===== config.mk =====
export PLATFORM = sky130hd
export DESIGN_NAME = sqd_pick
export DESIGN_NICKNAME = d
export VERILOG_FILES = /design/src/sqd_pkg.sv /design/src/sqd_pick.sv
export SDC_FILE = /design/constraint.sdc
export NUM_CORES = 1
export LEC_CHECK = 0
export BUFFER_PORTS_ARGS = -buffer_cell sky130_fd_sc_hd__buf_4
export CAP_MARGIN = 15
export CORE_MARGIN = 8
export CORE_UTILIZATION = 35
export DETAILED_ROUTE_END_ITERATION = 10
export GPL_TIMING_DRIVEN = 0
export PLACE_DENSITY = 0.68
export RECOVER_POWER = 50
export SETUP_SLACK_MARGIN = 0.02
export SYNTH_ARGS = -nofsm -noshare
export SYNTH_HDL_FRONTEND = slang
export SYNTH_SLANG_ARGS = --single-unit

===== constraint.sdc =====
create_clock -name vclk -period 11.07
set_input_delay 1.107 -clock vclk [all_inputs]
set_output_delay 1.107 -clock vclk [all_outputs]
set_load 0.02 [all_outputs]

===== src/sqd_pkg.sv =====
`timescale 1ns / 1ps

package sqd_pkg;

   // Size of the dispatcher.
   localparam int NUM_QUEUES  = 5;
   localparam int QUEUE_DEPTH = 16;

   // Derived widths.
   localparam int SRV_W  = (NUM_QUEUES > 1) ? $clog2(NUM_QUEUES) : 1;
   localparam int PTR_W  = (QUEUE_DEPTH > 1) ? $clog2(QUEUE_DEPTH) : 1;
   localparam int FILL_W = $clog2(QUEUE_DEPTH + 1);
   localparam int ADDR_W = $clog2(NUM_QUEUES * QUEUE_DEPTH);
   localparam int MASK_W = 5;

   localparam logic [47:0] MAX48 = 48'hFFFF_FFFF_FFFF;
   localparam logic [31:0] MAX32 = 32'hFFFF_FFFF;

   // Request and response payloads.
   typedef struct packed {
      logic       func;
      logic       arrival_valid;
      logic       is_vip;
      logic [7:0] service_minutes;
      logic [2:0] queue_select;
   } req_type;

   typedef struct packed {
      logic [2:0]  assigned_queue;
      logic        arrival_placed;
      logic        system_busy;
      logic [4:0]  started_mask;
      logic [4:0]  finished_mask;
      logic [47:0] vip_wait_total;
      logic [31:0] vip_started_count;
      logic [47:0] ordinary_wait_total;
      logic [31:0] ordinary_started_count;
      logic [31:0] queue_served_count;
      logic [47:0] queue_ordinary_wait_total;
      logic [31:0] queue_ordinary_started_count;
   } rsp_type;

   // One entry of the job store.
   typedef struct packed {
      logic [31:0] arrival;
      logic [7:0]  service;
      logic        vip;
   } job_type;

   typedef logic [FILL_W-1:0] fill_type;

   // Saturating accumulate of a wait into a 48-bit sum.
   function automatic logic [47:0] sat_add48(input logic [47:0] a, input logic [31:0] b);
      logic [48:0] sum;
      sum = {1'b0, a} + {17'b0, b};
      return (sum >= {1'b0, MAX48}) ? MAX48 : sum[47:0];
   endfunction

   // Saturating increment of a 32-bit count.
   function automatic logic [31:0] sat_inc32(input logic [31:0] a);
      return (a == MAX32) ? MAX32 : a + 32'd1;
   endfunction

endpackage


===== src/sqd_pick.sv =====
`timescale 1ns / 1ps

module sqd_pick (
   input  sqd_pkg::fill_type               fill [sqd_pkg::NUM_QUEUES],
   input  logic [sqd_pkg::NUM_QUEUES-1:0]  busy,
   input  logic                            is_vip,
   input  logic [2:0]                      first_cfg,
   output logic [sqd_pkg::SRV_W-1:0]       best
);

   logic [2:0]                    first_q;
   logic [sqd_pkg::FILL_W:0]      best_len;
   logic [sqd_pkg::FILL_W:0]      len;
   logic                          found;

   // Lowest eligible queue, clamped to the last queue.
   always_comb begin
      if (is_vip) begin
         first_q = 3'd0;
      end else if (32'(first_cfg) >= sqd_pkg::NUM_QUEUES) begin
         first_q = 3'(sqd_pkg::NUM_QUEUES - 1);
      end else begin
         first_q = first_cfg;
      end
   end

   // Scan for the smallest occupancy; the lowest index wins ties.
   always_comb begin
      best     = '0;
      best_len = '0;
      found    = 1'b0;
      len      = '0;
      for (int i = 0; i < sqd_pkg::NUM_QUEUES; i++) begin
         len = {1'b0, fill[i]} + {{sqd_pkg::FILL_W{1'b0}}, busy[i]};
         if ((3'(i) >= first_q) && (!found || (len < best_len))) begin
            found    = 1'b1;
            best_len = len;
            best     = sqd_pkg::SRV_W'(i);
         end
      end
   end

endmodule


# Word level (Yosys, flattened, before mapping)
# Index checks and enable logic that the tools add are counted.
[totals]
reg_bits = 0
latchBits = 0
ram_bits = 0
rom_bits = 0
elab_cells = 41
memories = 0
[classes]
add_sub_neg = 5
mul = 0
div = 0
order_cmp = 10
n_eq_ne = 0
n_shift = 0
n_mux = 14
bitwise_logic = 0
n_reduce_logical = 12
[ops]
columns = ["op", "count"]
rows = [
  ["5-bit by 1-bit adder with 6-bit output", 5],
  ["6-bit less-than comparator", 4],
  ["6-bit two-way mux", 4],
  ["3-bit two-way mux", 5],
  ["1-bit by 3-bit >= comparator with 1-bit output (first input constant)", 2],
  ["2-bit by 3-bit >= comparator with 1-bit output (first input constant)", 2],
  ["1-bit two-way mux", 5],
  ["1-bit logical AND", 4],
  ["1-bit zero test", 4],
  ["1-bit logical OR", 4],
  ["3-bit >= comparator (first input constant)", 1],
  ["3-bit >= comparator (second input constant)", 1],
]

# Logic depth before layout (Yosys ltp)
# Gate-level depths: netlist of the first run.
[depth]
depth_word = 21
ltp_mapped = 37
depth_no_buf = 36

# Worst setup path before layout of the first run
# OpenSTA, ideal clock, no wires.
[synth_timing]
path_type = "input to output"
start = "input port first_cfg[2]"
end = "output port best[2] (netlist bit)"
arrival_time_ns = 7.561
t_required_ns = 9.963
slack_ns = 2.402
path_stages = 33
path_cell_list = "or3_4 -> or2b_1 -> nand2_1 -> ha_1 -> nor2b_1 -> a221oi_4 -> o2bb2ai_4 -> nor2_1 -> mux2i_1 -> ha_1 -> a21oi_1 -> o21ai_1 -> nor3_1 -> mux2i_4 -> and2_1 -> buf_6 -> a21oi_1 -> inv_1 -> ha_1 -> a21o_1 -> a221o_1 -> a21oi_1 -> o31ai_1 -> o21ai_4 -> mux2i_1 -> ha_1 -> a21oi_1 -> nor2b_1 -> o21ai_0 -> nand2b_1 -> a21o_1 -> a21oi_1 -> a31o_1"
[synth_via]
elab_chain_len = 21
[synth_rtl]
columns = ["item", "line", "rtl"]
rows = [
  ["start: declaration", "sqd_pick.sv:7", "input logic [2:0] first_cfg,"],
  ["3-bit >= comparator", "sqd_pick.sv:20", "end else if (32'(first_cfg) >= sqd_pkg::NUM_QUEUES) begin"],
  ["3-bit two-way mux (*)", "sqd_pick.sv:20", ""],
  ["3-bit two-way mux (*)", "sqd_pick.sv:18", "if (is_vip) begin"],
  ["1-bit by 3-bit >= comparator with 1-bit output", "sqd_pick.sv:35", "if ((3'(i) >= first_q) && (!found || (len < best_len))) begin"],
  ["6-bit two-way mux / 1-bit two-way mux (equally long branches)", "sqd_pick.sv:35", ""],
  ["6-bit less-than comparator / 1-bit zero test (equally long branches)", "sqd_pick.sv:35", ""],
  ["1-bit logical OR", "sqd_pick.sv:35", ""],
  ["1-bit logical AND", "sqd_pick.sv:35", ""],
  ["(+5 left out)", "--", ""],
  ["6-bit less-than comparator / 1-bit zero test (equally long branches)", "sqd_pick.sv:35", ""],
  ["1-bit logical OR", "sqd_pick.sv:35", ""],
  ["1-bit logical AND", "sqd_pick.sv:35", ""],
  ["6-bit two-way mux / 1-bit two-way mux (equally long branches)", "sqd_pick.sv:35", ""],
  ["6-bit less-than comparator / 1-bit zero test (equally long branches)", "sqd_pick.sv:35", ""],
  ["1-bit logical OR", "sqd_pick.sv:35", ""],
  ["1-bit logical AND", "sqd_pick.sv:35", ""],
  ["3-bit two-way mux (*)", "sqd_pick.sv:35", ""],
  ["end: declaration", "sqd_pick.sv:8", "output logic [sqd_pkg::SRV_W-1:0] best"],
]
# Mark *: on every way between the ends. The rest lies on a longest branch, timed or not.

# Worst setup path in the final report of the first run
# Ends and elaborated chain as after synthesis.

==> results.cfg, run 1 <==
[timing]
timing.final.crit_period_ns = 9.70
rsz0062_at_grt = no
slew-limit-headroom_pct = 65.0
tightest_slew_ns = 0.520
finalCritPeriodShare_pct = 87.6
finalSetupViolCount = 0
clock.fmax_mhz = 103
drv_slew = 0
setup_tns_ns = 0
final_hold_viol_count = 0

[cells_and_area]
layout-drive-gt1-share_pct = 20.4
fin_nets = 292
antenna_cells = 0
fill_cells = 416
most-common-layout-cells = buf_4 (37), ha_1 (30), a21oi_1 (17)
clockBufferCount = 0
final_common_cell = buf_4
nFlopsAndLatches = 0
register_area_sq_um = 0
stdcell_count = 276
multi_input_area_sq_um = 1350
syn2layout_area_growth_pct = 24.1

[place]
place_hpwl_um = 3030
io_buffers = 37
gp_congestion = 0.798
place_inst = 276

[drt]
first_iter_violations = 67
drt-pass1-iter-count = 4
wl_per_cell_um = 12.2
wl_um = 3360
antenna_left = 0
dr_total_vias = 1430
vias_per_cell = 5.18
drcViolationCount = 0

[logic_synthesis]
muxShareOfSynthArea_pct = 8.77
synthAdderAreaFrac_pct = 26.6
postSynthAreaPerCell_sq_um = 7.47
yosysUniqueCellTypes = 43
syn_area_sq_um = 1410
syn_inst = 189
synth_fp_nets = 253
synthSimpleGateAreaFrac_pct = 24.8
yosysSeqAreaShare_pct = 0
synth_top_family_by_area = adder cells
ys_warn_count = 0
synth-xor-area-share_pct = 9.30
synth_compound_area_share_pct = 26.3

[floorplan]
initial_core_util_pct = 35.8
std_cell_rows = 23
core_sq_um = 3940
dieArea_sq_um = 6330
num_io_pins = 37
die_y_um = 79.5
die_x_um = 79.5

[global_routing]
overflow = 0
grt_pass1_vias = 1449
grt_max_degree = 11
grtUsageTotal_pct = 10.8
grt_pass1_wl_um = 6110
antenna_found_initial = 0

[power]
ir_drop_uv = 90.3
p_leak_uw = 0.000822
p_per_area_nw_per_um2 = 90.5

[worst_setup_path]
setup.worst_path.start_class = primary input
cpPeakStageDelay_ns = 0.41
worstPathBufferInverterCount = 5
required_ns = 9.96
crit_top_cell = a21oi_1
cp_slowest_cell = or3_4
cp_top_family = compound AO/OA/AOI/OAI gates
crit_fanout = 10
endpoint_kind = primary output
crit_type = primary input to primary output
worstPathArrival_ns = 8.59

[job]
drv_cap = 0

[outcome]
status = complete, no violations

[hold_path]
hold_class = primary input to primary output

[cts]
cts_hold_buf = 0
post_cts_buffers = 0
cts_resized = 0
-- final timing paths --
path                         start      end  slack (ns)  cells after the start
worst max-delay path  first_cfg[2]  best[2]        1.37                     35
worst min-delay path       busy[4]  best[0]        2.78                      5
-- per-stage QoR --
stage	instance area (sq um)	setup slack (ns)	total power [uW]	hold slack, ns	util, %
after CTS	1750	1.39	160	2.80	44.5
after global placement	1750	1.46	156	2.79	44.5
after global routing	1750	0.723	179	2.84	44.5
after detailed placement	1750	1.42	159	2.79	44.5
final	1750	1.37	159	2.78	44.5
after floorplan	1410	2.40	116	2.51	-
-- power breakdown --
group	internal (uW)	leakage, uW	total, uW	switching, uW
Combinational	74.7	0.000822	159	84.0
Clock	0	0	0	0
Sequential	0	0	0	0
Total	74.7	0.000822	159	84.0
-- cell families (layout without fill, tap and decap cells) --
group | count (synthesis) | in the layout
and+or+nand+nor | 70 | 70
AOI/OAI and AO/OA | 49 | 49
adders and majority gates | 30 | 30
xor gates and xnor gates | 15 | 15
buffers and inverters | 14 | 51
muxes | 11 | 11
-- layout make-up --
cell class,instances,share of cell area (%)
inverter,12,2.57
multi-input combinational,175,77.2
buffer,2,0.857
timing repair buffer,37,15.8
tap,50,3.57
-- cell usage after synthesis, types with 3 or more instances --
library cell / number / area [sq um]
o31ai_1: 3 / 22.5
a31oi_1: 3 / 18.8
xnor2_1: 6 / 52.6
mux2i_1: 9 / 90.1
ha_1: 30 / 375
nor2b_1: 5 / 31.3
inv_1: 12 / 45.0
nand3_1: 15 / 75.1
a21oi_1: 17 / 85.1
nor3_1: 4 / 20.0
nor2_1: 16 / 60.1
xor2_1: 9 / 78.8
a21o_1: 4 / 30.0
nand4_1: 4 / 25.0
o21ai_0: 3 / 15.0
nand2_1: 14 / 52.6
-- metal layers --
layer	global-route usage (%)	up-vias	wire length (um)
met5	0	-	0
met4	0.370	0	0
met3	0.450	0	69
met2	18.6	19	1490
met1	15.1	629	1800
li1	-	782	-
Note: power is estimated with default switching activity, not from simulation.
==> inputs of run 2 (changes only) <==
Settings changed: CELL_PAD_IN_SITES_DETAIL_PLACEMENT set to 1, CELL_PAD_IN_SITES_GLOBAL_PLACEMENT set to 1, PLACE_DENSITY 0.68 to 0.86.
==> run 2 against run 1 <==
  * Die area stayed put
  * Critical path depth unchanged
  * Design area stayed put
  * Power grew 2.7%
  * Via count is 4.8% higher
  * Non-clock buffer count did not move
  * Cell count unchanged
  * Fmax down 2.0%
  * Combinational power increased by 3%
  * Clock-buffer cell count is the same
  * Setup slack worse by 0.20 ns
  * Worst hold slack better by 0.00062 ns
  * Critical path type unchanged
==> results.cfg, run 2 (synthesized netlist as in run 1, its figures left out) <==
[timing]
setup_tns_ns = 0
fin_ws_ns = 1.17
clock.fmax_mhz = 101
finalSetupViolCount = 0
finalCritPeriodShare_pct = 89.4
drv_slew = 0
slew-limit-headroom_pct = 65.7
whs_ns = 2.78
tightest_slew_ns = 0.510
rsz0062_at_grt = no
timing.final.crit_period_ns = 9.90
final_hold_viol_count = 0

[cts]
cts_resized = 0
cts_hold_buf = 0
post_cts_buffers = 0

[drt]
vias_per_cell = 5.43
dr_total_vias = 1499
drt-pass1-iter-count = 4
antenna_left = 0
wl_per_cell_um = 14.7
first_iter_violations = 52
drcViolationCount = 0
wl_um = 4050

[floorplan]
dieArea_sq_um = 6330
num_io_pins = 37
die_y_um = 79.5
initial_core_util_pct = 35.8
core_sq_um = 3940
std_cell_rows = 23
die_x_um = 79.5

[cells_and_area]
fill_cells = 525
antenna_cells = 0
utilization_pct = 44.5
final_common_cell = buf_4
fin_nets = 292
nFlopsAndLatches = 0
stdcell_count = 276
most-common-layout-cells = buf_4 (37), ha_1 (30), a21oi_1 (17)
syn2layout_area_growth_pct = 24.1
layout-drive-gt1-share_pct = 20.4
register_area_sq_um = 0
multi_input_area_sq_um = 1350
clockBufferCount = 0

[global_routing]
grt_pass1_wl_um = 7150
grt_pass1_vias = 1582
overflow = 0
antenna_found_initial = 0
grtUsageTotal_pct = 13.1
grt_max_degree = 11

[power]
p_per_area_nw_per_um2 = 93.0
p_int_uw = 75.1
pwr-share-comb_pct = 100.0
p_seq_share_pct = 0
ir_drop_uv = 85.7
p_leak_uw = 0.000822
p_sw_uw = 87.9
switching_share_pct = 53.9
clkPwrFrac_pct = 0

[worst_setup_path]
cpPeakStageDelay_ns = 0.41
crit_type = primary input to primary output
required_ns = 9.96
setup.worst_path.start_class = primary input
worstPathArrival_ns = 8.79
endpoint_kind = primary output
cp_slowest_cell = or3_4
crit_top_cell = a21oi_1
crit_fanout = 10

[place]
gp_congestion = 0.808
place_inst = 276
dp_slack_ns = 1.22
place_hpwl_um = 3660
io_buffers = 37

[job]
drv_cap = 0

[hold_path]
worstHoldPathCells = 5
hold_class = primary input to primary output

[outcome]
status = complete, no violations
run 2: cell counts in the layout (fill, tap and decap cells not counted):
Identical to the previous run, type by type.
run 2: final timing paths:
| path | slack (ns) | endpoint | from |
|---|---|---|---|
| max | 1.17 | best[2] | first_cfg[2] |
| min | 2.78 | best[1] | busy[4] |
run 2: layout make-up:
type | count | share of cell area [%]
Multi-Input combinational cell | 175 | 77.2
Buffer | 2 | 0.857
Timing Repair Buffer | 37 | 15.8
Tap cell | 50 | 3.57
Inverter | 12 | 2.57
run 2: per-layer routing:
metal | share of wire, % | global-route usage, % | wire [um]
met5 | 0 | 0 | 0
met2 | 48 | 22.7 | 1940
met4 | 1.1 | 1.67 | 45
met1 | 48 | 17.5 | 1950
met3 | 2.8 | 1.13 | 112
run 2: through the flow:
step / instance area, sq um / total power (uW)
after global routing: 1750 / 186
after global placement: 1750 / 157
after CTS: 1750 / 164
after floorplan: 1410 / 116
final: 1750 / 163
after detailed placement: 1750 / 163
run 2: critical path, delay by kind of cell:
| family | cells | cell delay (ns) |
|---|---|---|
| simple gates | 7 | 1.60 |
| compound gates | 17 | 3.60 |
| fa+ha+maj | 4 | 1.18 |
| buf+inv | 5 | 0.69 |
| mux | 2 | 0.56 |
run 2: power groups by stage:
stage                     logic (uW)  registers, uW  clock network (uW)
after floorplan                  116              0                   0
after global placement           157              0                   0
after detailed placement         163              0                   0
after CTS                        164              0                   0
after global routing             186              0                   0
final                            163              0                   0
==> inputs of run 3 (changes only) <==
--- a/config.mk
+++ b/config.mk
@@ -16,4 +16,5 @@
 export PLACE_DENSITY = 0.86
 export RECOVER_POWER = 50
+export REMOVE_ABC_BUFFERS = 1
 export SETUP_SLACK_MARGIN = 0.02
 export SYNTH_ARGS = -nofsm -noshare
==> constraint.sdc (replaced) <==
create_clock -name vclk -period 11.07
set_input_delay 2.214 -clock vclk [all_inputs]
set_output_delay 2.214 -clock vclk [all_outputs]
set_load 0.02 [all_outputs]
==> run 3 against run 2 <==
  * The run now ends with negative setup slack left
  * Die area is the same
  * Setup slack lost 1.3 ns
  * Fmax shrank 12%
  * Critical path type unchanged
  * Largest cell class unchanged
  * Largest power group unchanged
  * Highest routed layer unchanged
==> results.cfg, run 3 (synthesized netlist as in run 1, its figures left out) <==
[outcome]
status = complete, but fails checks
violations = negative setup slack

[hold_path]
hold_class = primary input to primary output
worstHoldPathCells = 5
min_to = best[0]
hold_start = busy[4]

[cells_and_area]
fin_nets = 318
final_common_cell = buf_4
multi_input_area_sq_um = 1650
antenna_cells = 0
layout-drive-gt1-share_pct = 45.6
clockBufferCount = 0
fill_cells = 468
register_area_sq_um = 0
syn2layout_area_growth_pct = 59.8
stdcell_count = 302
nFlopsAndLatches = 0
most-common-layout-cells = buf_4 (62), ha_1 (22), nand3_1 (15)

[drt]
drcViolationCount = 0
vias_per_cell = 5.77
wl_um = 6200
first_iter_violations = 51
dr_total_vias = 1742
antenna_left = 0
wl_per_cell_um = 20.5
drt-pass1-iter-count = 4

[global_routing]
grtUsageTotal_pct = 13.1
grt_max_degree = 10
overflow = 0
grt_pass1_vias = 1636
grt_pass1_wl_um = 7110
antenna_found_initial = 0

[worst_setup_path]
cpPeakStageDelay_ns = 0.39
crit_type = primary input to primary output
crit_fanout = 6
required_ns = 8.86
setup.worst_path.start_class = primary input
endpoint_kind = primary output
worstPathArrival_ns = 8.99
cp_slowest_cell = or3_4

[timing]
timing.final.crit_period_ns = 11.20
tightest_slew_ns = 0.755
fin_ws_ns = -0.130
drv_slew = 0
finalSetupViolCount = 3
finalCritPeriodShare_pct = 101
final_hold_viol_count = 0
clock.fmax_mhz = 89.3
whs_ns = 4.95
rsz0062_at_grt = yes
slew-limit-headroom_pct = 49.5

[floorplan]
core_sq_um = 3940
die_y_um = 79.5
initial_core_util_pct = 35.8
die_x_um = 79.5
std_cell_rows = 23
dieArea_sq_um = 6330
num_io_pins = 37

[power]
p_leak_uw = 0.000987
p_per_area_nw_per_um2 = 111
ir_drop_uv = 95.0

[place]
place_hpwl_um = 3530
gp_congestion = 0.775
io_buffers = 37
place_inst = 274

[cts]
cts_hold_buf = 0

[job]
drv_cap = 0
run 3: changes by cell type in the layout (fill, tap and decap cells not counted), sizes merged:
cell / delta
buf: +27
clkbuf: -1
run 3: cell type report:
| type | count | area share (%) |
|---|---|---|
| multi-input cells | 175 | 72.9 |
| repair buffers | 65 | 22.3 |
| well taps | 50 | 2.77 |
| inverters | 12 | 2.00 |
run 3: worst max path at each step:
stage | startpoint | endpoint | slack, ns | depth (start not counted)
after floorplan | first_cfg[2] | best[2] | 0.25 | 32
after global placement | first_cfg[2] | best[2] | -0.75 | 34
after detailed placement | first_cfg[2] | best[2] | -0.84 | 34
after CTS | first_cfg[2] | best[2] | 0.03 | 34
after global routing | first_cfg[0] | best[2] | -0.32 | 35
final | first_cfg[0] | best[2] | -0.13 | 35
run 3: layer usage:
layer | up-vias | global-route usage, % | part of all wire [%]
met2 | 44 | 23.6 | 53
met4 | 0 | 0.185 | 2.1
met1 | 853 | 17.0 | 41
li1 | 835 | - | -
met3 | 10 | 1.24 | 3.8
met5 | - | 0 | 0
run 3: where the power goes:
part           internal [uW]  switching, uW
clock network              0              0
logic                    122            128
registers                  0              0
run 3: timing repair:
action / in CTS / in global routing
endpoints found under the setup margin: 3 / 3
setup buffers: 9 / 19
resized for setup: 12 / 51
pin swaps: 7 / 29
run 3: through the flow:
| stage | area (sq um) | TNS (ns) | util (%) | total power [uW] | worst slack, ns |
|---|---|---|---|---|---|
| 2_1_floorplan | 1400 | 0 | - | 114 | 0.247 |
| 3_3_place_gp | 1740 | -2.19 | 44.1 | 155 | -0.746 |
| 3_5_place_dp | 1740 | -2.47 | 44.1 | 160 | -0.838 |
| 4_1_cts | 1850 | 0 | 46.8 | 179 | 0.0277 |
| 5_1_grt | 2260 | -0.906 | 57.3 | 267 | -0.324 |
| 6_report | 2260 | -0.329 | 57.3 | 250 | -0.130 |
run 3: critical path, delay by kind of cell:
family / cells / cell delay [ns]
compound gates: 14 / 2.64
simple gates: 10 / 1.63
fa+ha+maj: 4 / 1.15
mux: 3 / 0.83
buf+inv: 4 / 0.49
